File: config.mk
export PLATFORM = sky130hd
export DESIGN_NAME = zbcs_ctrl
export DESIGN_NICKNAME = d
export VERILOG_FILES = /design/src/hdl/zbcs_pkg.sv /design/src/hdl/zbcs_ctrl.sv
export SDC_FILE = /design/constraint.sdc
export NUM_CORES = 1
export LEC_CHECK = 0
export ABC_AREA = 0
export BUFFER_PORTS_ARGS = -buffer_cell sky130_fd_sc_hd__buf_2
export CELL_PAD_IN_SITES_DETAIL_PLACEMENT = 1
export CELL_PAD_IN_SITES_GLOBAL_PLACEMENT = 1
export CORE_MARGIN = 2
export CORE_UTILIZATION = 31
export CTS_BUF_LIST = sky130_fd_sc_hd__clkbuf_8
export DETAILED_ROUTE_END_ITERATION = 8
export MAX_ROUTING_LAYER = met4
export PLACE_DENSITY_LB_ADDON = 0.1
export SETUP_SLACK_MARGIN = 0.15
export SLEW_MARGIN = 5
export SYNTH_ARGS = -nofsm -noshare
export SYNTH_HDL_FRONTEND = slang
export SYNTH_SLANG_ARGS = --single-unit
File: constraint.sdc
create_clock -name clk -period 2.6 [get_ports clk]
set_clock_uncertainty 0.2 [all_clocks]
set_input_delay 0 -clock clk [delete_from_list [all_inputs] [get_ports clk]]
set_output_delay 0 -clock clk [all_outputs]
set_load 0.02 [all_outputs]
File: src/hdl/zbcs_pkg.sv
// ----------------------------------------------------------------------------
// zbcs_pkg
// Shared types and constants for the column span fill with depth store.
// ----------------------------------------------------------------------------
package zbcs_pkg;

    localparam int SCREEN_WIDTH_DEF  = 84;
    localparam int SCREEN_HEIGHT_DEF = 48;

    // dividend width: two 25x24 products summed
    localparam int NUM_W = 50;

    localparam logic [1:0] MODE_MARK   = 2'd0;
    localparam logic [1:0] MODE_FILL   = 2'd1;
    localparam logic [1:0] MODE_CLEAR  = 2'd2;
    localparam logic [1:0] MODE_UNUSED = 2'd3;

    localparam logic [1:0] KIND_WHITE       = 2'd0;
    localparam logic [1:0] KIND_BLACK       = 2'd1;
    localparam logic [1:0] KIND_TRANSPARENT = 2'd2;
    localparam logic [1:0] KIND_UNUSED      = 2'd3;

    localparam logic signed [31:0] DEPTH_MIN = 32'sh8000_0000;

    typedef struct packed {
        logic [1:0]         mode;
        logic [6:0]         column;
        logic [5:0]         row;
        logic [1:0]         fill_kind;
        logic signed [23:0] vertex_x;
        logic signed [23:0] vertex_y;
        logic signed [23:0] vertex_z;
        logic signed [23:0] normal_x;
        logic signed [23:0] normal_y;
        logic signed [23:0] normal_z;
    } in_item_t;

    typedef struct packed {
        logic [6:0] pixel_x;
        logic [5:0] pixel_y;
        logic       pixel_on;
        logic       last_of_column;
    } out_item_t;

    typedef struct packed {
        logic latch;
        logic edge_rd;
        logic edge_mark;
        logic edge_clear;
        logic prep;
        logic row_start;
        logic sum;
        logic zcalc;
        logic cmp;
        logic y_inc;
        logic flush;
        logic clr_step;
    } dp_cmd_t;

    typedef struct packed {
        logic [1:0] mode;
        logic       col_ok;
        logic       bits_any;
        logic       nz_zero;
        logic       in_span;
        logic       y_last;
        logic       div_done;
        logic       clr_last;
    } dp_stat_t;

endpackage

File: src/hdl/zbcs_ctrl.sv
// ----------------------------------------------------------------------------
// zbcs_ctrl
// Sequencer for marking, column fill and depth store clearing.
// ----------------------------------------------------------------------------
module zbcs_ctrl (
    input  logic               clk,
    input  logic               rst_n,
    input  logic               start,
    input  zbcs_pkg::dp_stat_t stat,
    output zbcs_pkg::dp_cmd_t  cmd,
    output logic               busy
);
    import zbcs_pkg::*;

    typedef enum logic [3:0] {
        S_IDLE,
        S_CLEAR,
        S_ERD,
        S_EDEC,
        S_PREP,
        S_ROW,
        S_SUM,
        S_DIV,
        S_ZC,
        S_CMP,
        S_FLUSH
    } state_t;

    state_t state_reg;
    state_t state_next;

    always_comb
    begin
        cmd        = '0;
        state_next = state_reg;
        unique case (state_reg)
            S_IDLE:
            begin
                cmd.latch = start;
                if (start)
                begin
                    state_next = S_ERD;
                end
            end
            S_CLEAR:
            begin
                cmd.clr_step = 1'b1;
                if (stat.clr_last)
                begin
                    state_next = S_IDLE;
                end
            end
            S_ERD:
            begin
                cmd.edge_rd = 1'b1;
                state_next  = S_EDEC;
            end
            S_EDEC:
            begin
                state_next = S_IDLE;
                priority if (stat.mode == MODE_MARK)
                begin
                    cmd.edge_mark = 1'b1;
                end
                else if (stat.mode == MODE_CLEAR)
                begin
                    state_next = S_CLEAR;
                end
                else if (stat.mode == MODE_FILL && stat.col_ok && stat.bits_any)
                begin
                    cmd.edge_clear = 1'b1;
                    if (!stat.nz_zero)
                    begin
                        state_next = S_PREP;
                    end
                end
                else
                begin
                    state_next = S_IDLE;
                end
            end
            S_PREP:
            begin
                cmd.prep   = 1'b1;
                state_next = S_ROW;
            end
            S_ROW:
            begin
                if (stat.in_span)
                begin
                    cmd.row_start = 1'b1;
                    state_next    = S_SUM;
                end
                else if (stat.y_last)
                begin
                    state_next = S_FLUSH;
                end
                else
                begin
                    cmd.y_inc = 1'b1;
                end
            end
            S_SUM:
            begin
                cmd.sum    = 1'b1;
                state_next = S_DIV;
            end
            S_DIV:
            begin
                if (stat.div_done)
                begin
                    state_next = S_ZC;
                end
            end
            S_ZC:
            begin
                cmd.zcalc  = 1'b1;
                state_next = S_CMP;
            end
            S_CMP:
            begin
                cmd.cmp = 1'b1;
                if (stat.y_last)
                begin
                    state_next = S_FLUSH;
                end
                else
                begin
                    cmd.y_inc  = 1'b1;
                    state_next = S_ROW;
                end
            end
            S_FLUSH:
            begin
                cmd.flush  = 1'b1;
                state_next = S_IDLE;
            end
            default:
            begin
                state_next = S_IDLE;
            end
        endcase
    end

    // reset starts with a sweep of the depth store
    always_ff @(posedge clk or negedge rst_n)
    begin
        if (!rst_n)
        begin
            state_reg <= S_CLEAR;
        end
        else
        begin
            state_reg <= state_next;
        end
    end

    assign busy = (state_reg != S_IDLE);

endmodule

-- After elaboration in Yosys (flattened, before gate mapping)
Cells that the tools add are included.
- eq/ne operators: 16
- mux-type cells: 29
- reduce and logical (&&, ||, !) cells: 6
- operators by type and width (operator ; number):
    $pmux 4 s10 ; 1
    $mux 4 ; 8
    $eq 4x3->1 const B ; 4
    $mux 1 ; 16
    $eq 4x4->1 const B ; 3
    $eq 4x2->1 const B ; 2
    $mux 3 ; 2
    $ne 2x2->1 const B ; 3
    $eq 4x1->1 const B ; 1
    $logic_not 4->1 ; 1
    $reduce_and 4->1 ; 1
    $reduce_bool 4->1 ; 1
    $ne 3x3->1 const B ; 1
    $eq 2x1->1 const B ; 1
    $eq 2x2->1 const B ; 1
    $logic_and 1x1->1 ; 2
    $logic_not 2->1 ; 1
    $mux 2 ; 1
    $pmux 1 s2 ; 1
- register bits after elaboration: 4
- bits of input ports: 12
- output and inout port bits: 13
- logic and storage cells: 52

-- Logic depth before layout (Yosys ltp)
- depth after elaboration: 7
- mapped depth: 5
- depth with buffers taken out: 4

-- Least setup slack after synthesis
No wires, ideal clock.
- path type: flip-flop to flip-flop
- start point: reg state_reg[0]
- end point: reg state_reg[1]
- library setup time: 0.082 ns
- arrival time: 1.364 ns
- data required time: 2.318 ns
- path slack: 0.954 ns
- cell stages (with the launch flop): 6
- path buffers: 1
- clock period less this slack: 1.646 ns
- path through: dfstp_2 > buf_2 > nand2b_1 > nor2_1 > a21oi_1 > o22ai_1
- longest elaborated chain between the ends: 3
- elaborated cells between the ends (all ways): 16
- classes of those cells: eq/ne: 13; mux: 1; reduce/logical: 2
- RTL lines (item ; line ; text):
    start, declared ; zbcs_ctrl.sv:29 ; state_t state_reg;
    start signal, assigned ; zbcs_ctrl.sv:154 ; state_reg <= state_next;
    $eq 4x3->1 (tied with other cells) ; zbcs_ctrl.sv:36 ; unique case (state_reg)
    $ne 3x3->1 (no source line) or $ne 2x2->1 (tied branches) ; -- ;
    $reduce_and 4->1 (no source line) ; -- ;
Several ways; a longest one is shown, not always the timed one.
A chain may end at the register's enable or synchronous reset.

-- Worst setup path after layout
- start point: reg state_reg[3]
- end point: reg state_reg[2]
The elaborated chain is that of the path after synthesis.

==> metrics.md <==
| Metric | Value |
|---|---|
| Status | `finished, final reports clean` |
| # DRC | `0` |
| Cts bufs inserted | `3` |
| Number of global-route vias before repair | `453` |
| Arrival @ worst endpoint | `1750 ps` |
| Vias per cell | `5.23` |
| Slowest cell on crit path | `dfrtp_1` |
| 1st-iter DRT viols | `8` |
| Die area | `0.00170 sq mm` |
| Fin nets | `102` |
| Share of layout cells above drive strength 1 | `36.0%` |
| Multi-input gate area | `292 sq um` |
| Synth top area share | `17.4%` |
| Max-Cap Viols | `0` |
| Clock sink count | `4` |
| Antenna violations before repair | `0` |
| Htree depth | `1` |
| Dpl cells | `96` |
| YS warnings | `0` |
| Cell variety after synth | `29` |
| Largest net degree at the start of global routing | `15` |
| Combinational share of power | `55.3%` |
| Post-CTS Setup Inserts | `0` |
| Static leakage | `0.000316 uW` |
| Filler instances | `176` |
| Pwr Density | `1110 mW/mm^2` |
| Sequential power share | `25.4%` |
| FF+latch count, synth | `4` |
| Worst EP required | `2490 ps` |
| CTS tree | `done` |
| Root Driver | `clkbuf_8` |
| Post-synthesis sequential area ratio | `23.5%` |
| Maximum VDD drop | `429 uV` |
| Routability cong. | `0.739` |
| Buffer depth of the longest clock path | `2` |
| Antenna viol nets, final | `0` |
| Fin. Hold Viols | `0` |
| Final setup TNS | `0 ps` |
| Gr usage total | `18.7%` |
| Largest cells by area after synthesis | `dfrtp_1, nor2_1, nor3_1` |
| Dpl hpwl | `1050 um` |
| HP Class | `primary input to register` |
| Die Span X | `41.3 um` |
| Switch share | `48.5%` |
| Register area | `101 sq um` |
| Critical Path Max Stage Delay | `550 ps` |
| Max-slew violation count | `0` |
| Setup Viol. Count Final | `0` |
| ANT cells | `0` |
| Critical path type | `register to register` |
| Design area | `628 sq um` |
| Synth-to-layout area growth | `45.9%` |
| Least-Margin Pin Slew | `425 ps` |
| DP Area | `543 sq um` |
| Total congestion overflow | `0` |
| Worst rel slew slack | `71.6%` |
| First-pass GRT wire length | `2030 um` |
| Minimum clock period | `1870 ps` |
| Post-layout util | `48.3%` |
| Clk_lat worst skew | `220 ps` |
| CP Cell Sequence | `nand2b_2 -> or2_4 -> a21oi_2 -> or4_1` |
| # IOs | `25` |
| # rows | `13` |
| Non-Filler Instances | `104` |
| Int Power | `359 uW` |
| Max reg flops | `4` |
| Period Utilization, post-route | `71.8%` |
| CTS clk-pin slew, worst paths | `30 ps` |
| HP Start | `stat[2]` |
| Post-synth top area cell | `dfrtp_1` |
| Net Sw Power | `338 uW` |
| Worst setup path start | `state_reg[3]` |
| Initial core utilization | `33.1%` |
| Drt pass-1 iters | `4` |
| Worst Setup End Kind | `register` |
| Area of the mapped netlist | `430 sq um` |
| Die Y | `41.3 um` |
| Critical Path Start Type | `register` |
| Vias after detailed routing | `544` |
| DR WL/cell | `13.0 um` |
| Fin Hold WS | `16.1 ps` |
| Worst flop-to-flop path startpoint | `state_reg[3]` |
| PortBufs | `24` |
| Post-Syn Area per Cell | `7.06 sq um` |
| Post-Synthesis Cells | `61` |
| WL final | `1350 um` |
| Unrepaired setup endpoints after global routing | `no` |
| Worst Path Max Fanout | `11` |
| Core area | `0.00130 sq mm` |
| Syn_nets | `73` |
| Clock Power Share | `19.3%` |
| Achievable frequency | `536 MHz` |
[power by group through the flow]
stage / clock network (uW) / registers, uW / logic [uW]
final: 134 / 177 / 385
after global routing: 143 / 181 / 427
after CTS: 139 / 175 / 389
after detailed placement: 0 / 175 / 383
after global placement: 0 / 175 / 380
after floorplan: 0 / 115 / 346
[cell usage in the layout (no fill, tap or decap)]
cell type      netlist  routed
a211oi_1             1       1
a31oi_1              1       1
and3_1               1       1
nor3b_1              1       1
buf_2                3      24
o21ai_0              1       1
nand4b_1             1       1
o21a_1               1       1
o32a_1               2       2
nand3_1              1       1
dlygate4sd3_1        0       4
nor2b_1              3       3
a21oi_2              1       1
nor2_1              13      13
or4_1                1       1
dfrtp_1              3       3
nand2_1              3       3
o22ai_1              1       1
nand2b_2             2       2
dfstp_2              1       1
nand2b_1             2       2
a211o_1              1       1
a21oi_1              2       2
or2_4                1       1
clkbuf_8             0       3
o32ai_1              1       1
o31a_1               1       1
or3_1                1       1
nor3_1               7       7
inv_1                3       4
[routing by layer]
metal | up-vias | wire length [um] | GRT usage (%)
li1 | 272 | - | -
met1 | 252 | 613 | 24.0
met2 | 18 | 665 | 30.1
met3 | 2 | 57 | 1.63
met4 | 0 | 15 | 7.26
met5 | - | 0 | -
[layout make-up]
cell class	count	share of cell area, %
sequential	4	16.1
timing repair buffer	28	25.5
multi-input combinational	50	46.4
clock buffer	3	6.57
clock inverter	1	0.598
inverter	3	1.79
tap	15	2.99
[cell usage after synthesis]
| master | number |
|---|---|
| buf_6 | 1 |
| nand2b_1 | 2 |
| nand3_1 | 1 |
| a211oi_1 | 1 |
| o21ai_0 | 1 |
| o22ai_1 | 1 |
| nand2_1 | 3 |
| and3_1 | 1 |
| a31oi_1 | 1 |
| a21oi_1 | 2 |
| inv_1 | 3 |
| nor3_1 | 7 |
| nor2b_1 | 3 |
| nand4b_1 | 1 |
| nor3b_1 | 1 |
| or2_4 | 1 |
| buf_2 | 3 |
| a21oi_2 | 1 |
| o31a_1 | 1 |
| or3_1 | 1 |
| o32a_1 | 2 |
| nor2_1 | 13 |
| or4_1 | 1 |
| a211o_1 | 1 |
| dfstp_2 | 1 |
| dfrtp_1 | 3 |
| o32ai_1 | 1 |
| o21a_1 | 1 |
| nand2b_2 | 2 |
[critical path, delay by kind of cell (launching register included)]
family,cells,cell delay [ps]
AO/OA/AOI/OAI,1,40
flip-flops,1,550
AND/OR/NAND/NOR,3,950
[per-stage QoR]
step / worst slack (ps) / total power, uW
after floorplan: 954 / 462
after global placement: 807 / 556
after detailed placement: 754 / 557
after CTS: 753 / 702
after global routing: 693 / 751
final: 734 / 696
[logic make-up (layout without fill, tap and decap cells)]
family,after synthesis,in the layout,synth area share [%]
and+or+nand+nor,37,37,45.1
AOI/OAI and AO/OA,13,13,22.7
buffers and inverters,7,35,8.72
DFF,4,4,23.5
[repair_timing]
action	CTS	global route
hold buffers	4	0
endpoints found under the setup margin	0	0
resized for setup	0	0
endpoints found under the hold margin	6	0
[path summary, 6_finish.rpt]
path                            slack (ps)  depth (start not counted)           end
worst max-delay path                   730                          4  state_reg[2]
worst min-delay path                    20                          3  state_reg[1]
worst max register to register         730                          4  state_reg[2]
worst min register to register         520                          2  state_reg[2]
max in group asynchronous             1580                          3  state_reg[1]
min in group asynchronous               60                          2  state_reg[0]
No activity file was read; power rests on OpenSTA's default activity.
